### config.mk
export PLATFORM = sky130hd
export DESIGN_NAME = utf8_to_code_point_decoder_flat
export DESIGN_NICKNAME = d
export VERILOG_FILES = /design/src/rtl/core/utd_pkg.sv /design/src/rtl/core/utd_stream_ifs.sv /design/src/rtl/core/utd_in_stage.sv /design/src/rtl/core/utd_decode.sv /design/src/rtl/core/utd_out_stage.sv /design/src/rtl/core/utf8_to_code_point_decoder.sv /design/src/flat_wrapper.sv
export SDC_FILE = /design/constraint.sdc
export NUM_CORES = 1
export LEC_CHECK = 0
export BUFFER_PORTS_ARGS = -buffer_cell sky130_fd_sc_hd__buf_2
export CAP_MARGIN = 20
export CORE_MARGIN = 1.5
export CORE_UTILIZATION = 58
export CTS_BUF_LIST = sky130_fd_sc_hd__clkbuf_4 sky130_fd_sc_hd__clkbuf_8
export DETAILED_ROUTE_END_ITERATION = 16
export PLACE_DENSITY_LB_ADDON = 0.08
export SYNTH_ARGS = -nofsm -noshare
export SYNTH_HDL_FRONTEND = slang
export SYNTH_SLANG_ARGS = --single-unit
### constraint.sdc
create_clock -name clk -period 5.3 [get_ports clk]
set_input_delay 1.06 -clock clk [delete_from_list [all_inputs] [get_ports clk]]
set_output_delay 1.06 -clock clk [all_outputs]
set_load 0.01 [all_outputs]
### src/rtl/core/utd_pkg.sv
// Shared widths, byte-range constants and stage types for the UTF-8 decoder.
package utd_pkg;

    localparam int BYTE_W = 8;
    localparam int CP_W   = 21;
    localparam int SEQ_W  = 3;
    localparam int REM_W  = 2;

    // Lead byte ranges that open multi-byte sequences.
    localparam logic [BYTE_W-1:0] LEAD2_MIN = 8'hC2;
    localparam logic [BYTE_W-1:0] LEAD2_MAX = 8'hDF;
    localparam logic [BYTE_W-1:0] LEAD3_MIN = 8'hE0;
    localparam logic [BYTE_W-1:0] LEAD3_MAX = 8'hEF;
    localparam logic [BYTE_W-1:0] LEAD4_MIN = 8'hF0;
    localparam logic [BYTE_W-1:0] LEAD4_MAX = 8'hF4;

    // Sequence lengths in bytes.
    localparam logic [SEQ_W-1:0] SEQ_LEN1 = 3'd1;
    localparam logic [SEQ_W-1:0] SEQ_LEN2 = 3'd2;
    localparam logic [SEQ_W-1:0] SEQ_LEN3 = 3'd3;
    localparam logic [SEQ_W-1:0] SEQ_LEN4 = 3'd4;

    // Beat held in the input register.
    typedef struct packed {
        logic              valid;
        logic [BYTE_W-1:0] in_byte;
    } utd_byte_t;

    // Decoded result handed to the output register.
    typedef struct packed {
        logic             valid;
        logic [CP_W-1:0]  code_point;
        logic [SEQ_W-1:0] seq_bytes;
    } utd_result_t;

endpackage

### src/rtl/core/utd_stream_ifs.sv
// Valid/ready stream interfaces for the byte input and the code point output.
interface utd_byte_if
    import utd_pkg::*;
();
    logic              valid;
    logic              ready;
    logic [BYTE_W-1:0] in_byte;

    modport source (output valid, output in_byte, input ready);
    modport sink   (input valid, input in_byte, output ready);
endinterface

interface utd_point_if
    import utd_pkg::*;
();
    logic             valid;
    logic             ready;
    logic [CP_W-1:0]  code_point;
    logic [SEQ_W-1:0] seq_bytes;

    modport source (output valid, output code_point, output seq_bytes, input ready);
    modport sink   (input valid, input code_point, input seq_bytes, output ready);
endinterface

### src/rtl/core/utd_in_stage.sv
// Input register: captures one byte beat and holds it until the decoder takes it.
module utd_in_stage
    import utd_pkg::*;
(
    input  logic              clk,
    input  logic              rst_n,
    input  logic              in_valid,
    input  logic [BYTE_W-1:0] in_byte,
    output logic              in_ready,
    input  logic              consume,
    output utd_byte_t         held
);

    logic              valid_reg;
    logic              valid_next;
    logic [BYTE_W-1:0] byte_reg;

    // The register can take a new beat when empty or when its beat leaves now.
    assign in_ready = !valid_reg || consume;

    always_comb
    begin
        valid_next = valid_reg;
        if (in_ready)
        begin
            valid_next = in_valid;
        end
    end

    always_ff @(posedge clk or negedge rst_n)
    begin
        if (!rst_n)
        begin
            valid_reg <= 1'b0;
        end
        else
        begin
            valid_reg <= valid_next;
        end
    end

    always_ff @(posedge clk)
    begin
        if (in_ready && in_valid)
        begin
            byte_reg <= in_byte;
        end
    end

    assign held.valid   = valid_reg;
    assign held.in_byte = byte_reg;

endmodule

### src/rtl/core/utd_decode.sv
// Sequence state and decode logic between the input and output registers.
module utd_decode
    import utd_pkg::*;
(
    input  logic        clk,
    input  logic        rst_n,
    input  utd_byte_t   held,
    input  logic        out_ready,
    output logic        consume,
    output utd_result_t result
);

    logic [REM_W-1:0] remaining_reg;
    logic [REM_W-1:0] remaining_next;
    logic [SEQ_W-1:0] seq_total_reg;
    logic [SEQ_W-1:0] seq_total_next;
    logic [CP_W-1:0]  partial_reg;
    logic [CP_W-1:0]  partial_next;
    logic             emit;
    logic [CP_W-1:0]  emit_value;
    logic [SEQ_W-1:0] emit_len;
    logic [CP_W-1:0]  shifted;
    logic [REM_W-1:0] rem_dec;
    logic [BYTE_W-1:0] b;

    assign b       = held.in_byte;
    assign shifted = {partial_reg[CP_W-7:0], b[5:0]};
    assign rem_dec = remaining_reg - 2'd1;

    always_comb
    begin
        remaining_next = remaining_reg;
        seq_total_next = seq_total_reg;
        partial_next   = partial_reg;
        emit           = 1'b0;
        emit_value     = shifted;
        emit_len       = seq_total_reg;
        if (remaining_reg == '0)
        begin
            // Idle: plain bytes pass through, lead bytes open a sequence,
            // and bytes above the last lead are dropped.
            if (b < LEAD2_MIN)
            begin
                emit       = 1'b1;
                emit_value = {{(CP_W-BYTE_W){1'b0}}, b};
                emit_len   = SEQ_LEN1;
            end
            else if (b inside {[LEAD2_MIN:LEAD2_MAX]})
            begin
                partial_next   = {{(CP_W-5){1'b0}}, b[4:0]};
                remaining_next = 2'd1;
                seq_total_next = SEQ_LEN2;
            end
            else if (b inside {[LEAD3_MIN:LEAD3_MAX]})
            begin
                partial_next   = {{(CP_W-4){1'b0}}, b[3:0]};
                remaining_next = 2'd2;
                seq_total_next = SEQ_LEN3;
            end
            else if (b inside {[LEAD4_MIN:LEAD4_MAX]})
            begin
                partial_next   = {{(CP_W-3){1'b0}}, b[2:0]};
                remaining_next = 2'd3;
                seq_total_next = SEQ_LEN4;
            end
        end
        else
        begin
            // Any byte inside an open sequence counts as a continuation.
            remaining_next = rem_dec;
            partial_next   = shifted;
            if (rem_dec == '0)
            begin
                emit           = 1'b1;
                partial_next   = '0;
                seq_total_next = '0;
            end
        end
    end

    // A beat that yields a result leaves only when the output register can take it.
    assign consume = held.valid && (!emit || out_ready);

    assign result.valid      = held.valid && emit;
    assign result.code_point = emit_value;
    assign result.seq_bytes  = emit_len;

    always_ff @(posedge clk or negedge rst_n)
    begin
        if (!rst_n)
        begin
            remaining_reg <= '0;
            seq_total_reg <= '0;
            partial_reg   <= '0;
        end
        else if (consume)
        begin
            remaining_reg <= remaining_next;
            seq_total_reg <= seq_total_next;
            partial_reg   <= partial_next;
        end
    end

endmodule

### src/rtl/core/utd_out_stage.sv
// Output register: holds one decoded code point until the receiver takes it.
module utd_out_stage
    import utd_pkg::*;
(
    input  logic             clk,
    input  logic             rst_n,
    input  utd_result_t      result,
    output logic             out_ready,
    output logic             dst_valid,
    output logic [CP_W-1:0]  dst_code_point,
    output logic [SEQ_W-1:0] dst_seq_bytes,
    input  logic             dst_ready
);

    logic             valid_reg;
    logic             valid_next;
    logic [CP_W-1:0]  cp_reg;
    logic [SEQ_W-1:0] len_reg;

    assign out_ready = !valid_reg || dst_ready;

    always_comb
    begin
        valid_next = valid_reg;
        if (out_ready)
        begin
            valid_next = result.valid;
        end
    end

    always_ff @(posedge clk or negedge rst_n)
    begin
        if (!rst_n)
        begin
            valid_reg <= 1'b0;
        end
        else
        begin
            valid_reg <= valid_next;
        end
    end

    always_ff @(posedge clk)
    begin
        if (out_ready && result.valid)
        begin
            cp_reg  <= result.code_point;
            len_reg <= result.seq_bytes;
        end
    end

    assign dst_valid      = valid_reg;
    assign dst_code_point = cp_reg;
    assign dst_seq_bytes  = len_reg;

endmodule

### src/rtl/core/utf8_to_code_point_decoder.sv
// Top level of the lenient UTF-8 to code point decoder.
//
// The block takes one raw byte per beat on the bytes channel and gives one
// decoded code point with its byte count on the points channel. Both channels
// use valid/ready; a beat moves at a rising edge where both are high.
// A byte below C2 while no sequence is open comes out at once as a one-byte
// code point. Lead bytes C2-DF, E0-EF and F0-F4 open sequences of two, three
// or four bytes; every byte inside an open sequence is taken as a
// continuation and adds its low six bits, and the full code point comes out
// with the final byte. Bytes F5-FF outside a sequence are dropped.
// An accepted byte waits in the input register, and its code point then in
// the output register, before it shows on points. The block takes one byte
// per cycle while the receiver keeps up, updating the sequence state per byte.
// Reset clears both registers and returns the decoder to the idle state,
// discarding any partial sequence. When the receiver stalls, the output
// register holds its code point; the decoder keeps taking bytes that give no
// result, and stalls the byte channel only when a second code point is due.
module utf8_to_code_point_decoder
    import utd_pkg::*;
(
    input logic       clk,
    input logic       rst_n,
    utd_byte_if.sink    bytes,
    utd_point_if.source points
);

    utd_byte_t   held;
    utd_result_t result;
    logic        consume;
    logic        out_ready;
    logic        in_ready;

    // Input register.
    utd_in_stage u_in_stage (
        .clk      (clk),
        .rst_n    (rst_n),
        .in_valid (bytes.valid),
        .in_byte  (bytes.in_byte),
        .in_ready (in_ready),
        .consume  (consume),
        .held     (held)
    );

    assign bytes.ready = in_ready;

    // Sequence tracking and code point assembly.
    utd_decode u_decode (
        .clk       (clk),
        .rst_n     (rst_n),
        .held      (held),
        .out_ready (out_ready),
        .consume   (consume),
        .result    (result)
    );

    // Output register toward the receiver.
    utd_out_stage u_out_stage (
        .clk            (clk),
        .rst_n          (rst_n),
        .result         (result),
        .out_ready      (out_ready),
        .dst_valid      (points.valid),
        .dst_code_point (points.code_point),
        .dst_seq_bytes  (points.seq_bytes),
        .dst_ready      (points.ready)
    );

endmodule

### src/flat_wrapper.sv
// flat-port wrapper written by rule: the top's interface ports become plain ports
module utf8_to_code_point_decoder_flat import utd_pkg::*;
  (clk, rst_n, bytes_valid, bytes_in_byte, bytes_ready, points_valid, points_code_point, points_seq_bytes, points_ready);
  utd_byte_if bytes_i ();
  utd_point_if points_i ();
  input logic clk;
  input logic rst_n;
  input wire logic [$bits(bytes_i.valid)-1:0] bytes_valid;
  input wire logic [$bits(bytes_i.in_byte)-1:0] bytes_in_byte;
  output wire logic [$bits(bytes_i.ready)-1:0] bytes_ready;
  output wire logic [$bits(points_i.valid)-1:0] points_valid;
  output wire logic [$bits(points_i.code_point)-1:0] points_code_point;
  output wire logic [$bits(points_i.seq_bytes)-1:0] points_seq_bytes;
  input wire logic [$bits(points_i.ready)-1:0] points_ready;
  assign bytes_i.valid = bytes_valid;
  assign bytes_i.in_byte = bytes_in_byte;
  assign bytes_ready = bytes_i.ready;
  assign points_valid = points_i.valid;
  assign points_code_point = points_i.code_point;
  assign points_seq_bytes = points_i.seq_bytes;
  assign points_i.ready = points_ready;
  utf8_to_code_point_decoder u_core (.clk(clk), .rst_n(rst_n), .bytes(bytes_i), .points(points_i));
endmodule
After elaboration in Yosys (flattened, before gate mapping):

Cells that the tools add are included.

* flip-flop bits (word level): 54

* $add $sub $neg: 1
* magnitude comparators: 7
* equality and inequality tests: 2
* muxes and demuxes: 24
* reduce and logical (&&, ||, !) cells: 18

Operators with widths (number)
* two-way mux 15 bit: 6
* two-way mux 21 bit: 2
* greater-or-equal comparator 8 bit (second input constant): 3
* <= comparator 8 bit (second input constant): 3
* two-way mux 3 bit: 8
* two-way mux 2 bit: 5
* less-than comparator 8 bit (second input constant): 1
* logical AND 1 bit: 7
* zero test 2 bit: 2
* != test 4 x 1 -> 1 bit (second input constant): 1
* AND reduction 4 bit: 1
* zero test 1 bit: 3
* logical OR 1 bit: 3
* two-way mux 1 bit: 3
* AND reduction 3 bit: 1
* != test 2 bit (second input constant): 1
* nonzero test 2 bit: 1
* subtractor 2 x 1 -> 2 bit (second input constant): 1

Depth between registers and ports, before layout:

* word-level depth: 9
* gate-level depth with buffers: 6
* gate-level depth less buffers: 4

Modules after synthesis:

Synthesis repeated with hierarchy kept, for this count alone.

* cell total of the unflattened synthesis: 150
* area, all modules: 2200.9 um2

By module, submodules not included
* utd_decode: times used 1, cells each 109, area an instance 1124.8 um2
* utd_out_stage: times used 1, cells each 28, area an instance 774.5 um2
* utd_in_stage: times used 1, cells each 13, area an instance 301.5 um2

Worst setup path before layout:

No wires, ideal clock.

* kind: input -> register
* start point: in points_ready
* end point: reg u_core.u_out_stage.cp_reg[0] (netlist: u_core.u_out_stage.dst_code_point[0]) (enable)
* setup time: 407 ps
* arrival time: 2378 ps
* setup slack: 2515 ps
* cell stages on the path: 2
* cells stage by stage: nand2b_1 > nor2b_1

* longest elaborated chain between the ends: 2

RTL lines
* from (decl): RTL line flat_wrapper.sv:14 `input wire logic [$bits(points_i.ready)-1:0] points_ready;`
* logical OR 1 bit: RTL line utd_out_stage.sv:20 `assign out_ready = !valid_reg || dst_ready;`
* logical AND 1 bit: RTL line utd_out_stage.sv:45 `if (out_ready && result.valid)`
* to (signal assigned): RTL line utd_out_stage.sv:47 `cp_reg <= result.code_point;`
* to (decl): RTL line utd_out_stage.sv:17 `logic [CP_W-1:0] cp_reg;`

Every way passes these cells.
A chain may end at the register's enable or synchronous reset.

Final worst setup path:

* start point: reg u_core.u_in_stage.byte_reg[5]
* end point: out bytes_ready

* longest elaborated chain between the ends: 7

RTL lines
* from (decl): RTL line utd_in_stage.sv:16 `logic [BYTE_W-1:0] byte_reg;`
* from (signal assigned): RTL line utd_in_stage.sv:46 `byte_reg <= in_byte;`
* less-than comparator 8 bit: RTL line utd_decode.sv:42 `if (b < LEAD2_MIN)`
* two-way mux 1 bit: RTL line utd_decode.sv:42
* two-way mux 1 bit: RTL line utd_decode.sv:38 `if (remaining_reg == '0)`
* zero test 1 bit: RTL line utd_decode.sv:82 `assign consume = held.valid && (!emit || out_ready);`
* logical OR 1 bit: RTL line utd_decode.sv:82
* logical AND 1 bit: RTL line utd_decode.sv:82
* logical OR 1 bit: RTL line utd_in_stage.sv:19 `assign in_ready = !valid_reg || consume;`
* to (decl): RTL line flat_wrapper.sv:10 `output wire logic [$bits(bytes_i.ready)-1:0] bytes_ready;`

Every way passes these cells.

==> impl_metrics.toml <==
[critical_path]
reg2reg_slack_ps = 2880
criticalPathCategory = "register to output port"
timing.rr.start = "u_core.u_in_stage.byte_reg[5]"
cp_max_fo = 8
critPathSlowestCell = "edfxtp_1"
worstPathArrival_ps = 2150
crit_chain = "nor4_4, a21o_4, o211ai_1, or2_2, buf_2"
crit_path_end_kind = "output port"
start_kind = "register"
worst-r2r-cell-count = 5
rr_endpoint = "u_core.u_out_stage.dst_code_point[20]"
crit_required_ps = 4240
max_stage_delay_ps = 540

[clock_tree]
clk_path_buf_depth = 2
cts_resized = 0
clk_pin_slew_ps = 90
cts.sinks = 54
postCtsSetupBuffers = 0
cts_buffers = 5
cts.htree.levels = 2
tritoncts = "built"
root_buffer = "clkbuf_8"
cts_hold_buf = 0
clk_latency_ps = 300

[placed_design]
dpl-instance-area_um2 = 2380
port_buffers = 37
placed_cells = 233
dpl.hpwl_um = 2750
place_congestion = 0.872

[global_routing]
grt_start_max_net_pins = 25
antenna_found_initial = 0
grt_pass1_wl_um = 6000
gr-total-overflow = 0
grt_usage_pct = 19.9
grt_pass1_vias = 1264

[logic_synthesis]
synth_ff_type = "edfxtp_1"
ys_seq_area_share_pct = 69.6
syn_inst = 155
yosys.cell_types.count = 36
synth-xor-area-share_pct = 0
syn_avg_cell_area_um2 = 14.0
yosys.area_share.adder_pct = 0
synth_compound_area_share_pct = 12.1
synth_area_um2 = 2170
postSynth.asyncResetShare_pct = 40.7
ys_ff_latch = 54
muxShareOfSynthArea_pct = 2.07
ys_warn_count = 0
syn_nets = 167
yosys.area_share.simple_pct = 14.2
synth_edf_count = 32
synth_top_family_by_area = "simple AND/OR/NAND/NOR gates"

[power_and_ir_drop]
power.density_nw_per_um2 = 451
leakage_nw = 1.01
irDropWorstVdd_mv = 0.332

[drt]
avgViaCountPerCell = 5.72
wl_um = 3870
drc = 0
drtAntennaViolNets = 0
wl_per_cell_um = 16.0
vias = 1385
dr.pass1.iters = 4
drt_iter0_markers = 92

[sta]
maxSlewHeadroom_pct = 59.8
fin_crit_ps = 3210
timing.hold.ws_ps = 509
finalSetupViolCount = 0
finalCritPeriodShare_pct = 60.5
hold_violations = 0
max_freq_ghz = 0.312
rsz0062_at_grt = "false"
clock_skew_ps = 9.29
tightest_slew_ps = 601
finalSetupTns_ps = 0
maxSlewViolCount = 0

[cells_and_area]
final_area_um2 = 2480
layout_common_cells = "buf_2, edfxtp_1, dfrtp_1"
largest_register_ffs = 21
num_antenna_cells = 0
fin_cells = 242
nFillCells = 276
ff_latch_area_um2 = 1510
final_common_cell = "buf_2"
drive_gt1_share_pct = 27.8
multi_input_area_um2 = 618
area_delta_synth_final_pct = 14.4
final_nets = 205

[run]
maxCapViolations = 0

[die]
die_area_um2 = 4120
die_height_um = 64.2
die_x_um = 64.2
start_util_pct = 59.7
num_io_pins = 38
core_area_um2 = 3630
num_rows = 22

[worst_hold_path]
worstHoldStart = "u_core.u_decode.seq_total_reg[2]"
whs_path_depth = 1
whs_endpoint = "u_core.u_decode.seq_total_reg[2]"
hold_class = "register to register"

[run_status]
status = "completed"
worst max-delay path: cells and delay by family (launching register included):
kind	cells	cell delay (ps)
AO/OA/AOI/OAI	2	390
flip-flops	1	540
AND/OR/NAND/NOR	2	770
buffers and inverters	1	140
metal layers:
metal | up-vias | global-route usage, % | wire, um
li1 | 655 | - | -
met3 | 5 | 6.34 | 216
met5 | - | 0 | 0
met1 | 672 | 25.2 | 1600
met4 | 0 | 5.32 | 40
met2 | 53 | 33.5 | 2020
cell usage after synthesis (2+ instances only):
cell | count | area (um^2)
a21oi_1 | 5 | 25.0
a32o_1 | 10 | 100
and2_1 | 16 | 100
buf_2 | 2 | 10.0
clkbuf_1 | 3 | 11.3
dfrtp_1 | 22 | 551
edfxtp_1 | 32 | 961
inv_1 | 2 | 7.51
mux2_2 | 4 | 45.0
nand2_1 | 13 | 48.8
nand2b_1 | 3 | 18.8
nand3b_1 | 2 | 15.0
nand4_1 | 2 | 12.5
nor2_1 | 8 | 30.0
nor3_1 | 2 | 10.0
o211ai_1 | 3 | 22.5
o21ai_0 | 4 | 20.0
o22ai_1 | 3 | 18.8
o311ai_1 | 2 | 17.5
metrics by stage:
step	worst slack [ps]	utilization [%]	total power (W)
floorplan	2510	-	0.000813
CTS	2110	67.9	0.00112
finish	2090	68.3	0.00112
detailed placement	2400	65.6	0.000911
global route	1970	68.3	0.00119
global placement	2440	65.6	0.000899
area by class of cell:
cell class	count	share of cell area (%)
Multi-Input combinational cell	92	24.9
Inverter	2	0.302
Timing Repair Buffer	38	8.06
Clock buffer	5	2.77
Clock inverter	3	0.655
Sequential cell	54	60.9
Tap cell	48	2.42
report_power, final:
| part | internal, W | total, W | switching, W |
|---|---|---|---|
| Clock | 0.0000906 | 0.000215 | 0.000125 |
| Sequential | 0.000564 | 0.000631 | 0.0000666 |
| Combinational | 0.000113 | 0.000274 | 0.000161 |
| Total | 0.000768 | 0.00112 | 0.000352 |
how the worst max path moves through the flow:
stage | from | endpoint | slack, ps | cells past startpoint
final | u_core.u_in_stage.byte_reg[5] | bytes_ready | 2090 | 5
after global routing | u_core.u_in_stage.byte_reg[5] | bytes_ready | 1970 | 5
after CTS | u_core.u_in_stage.byte_reg[5] | bytes_ready | 2110 | 5
after detailed placement | points_ready | bytes_ready | 2400 | 4
after global placement | points_ready | bytes_ready | 2440 | 4
after floorplan | points_ready | u_core.u_out_stage.dst_code_point[0] | 2510 | 2
logic make-up (layout without fill, tap and decap cells):
| group | count (synthesis) | count (layout) |
|---|---|---|
| compound gates | 34 | 34 |
| mux | 4 | 4 |
| buf+inv | 9 | 48 |
| simple gates | 54 | 54 |
| flops | 54 | 54 |
No activity file was read; power rests on OpenSTA's default activity.
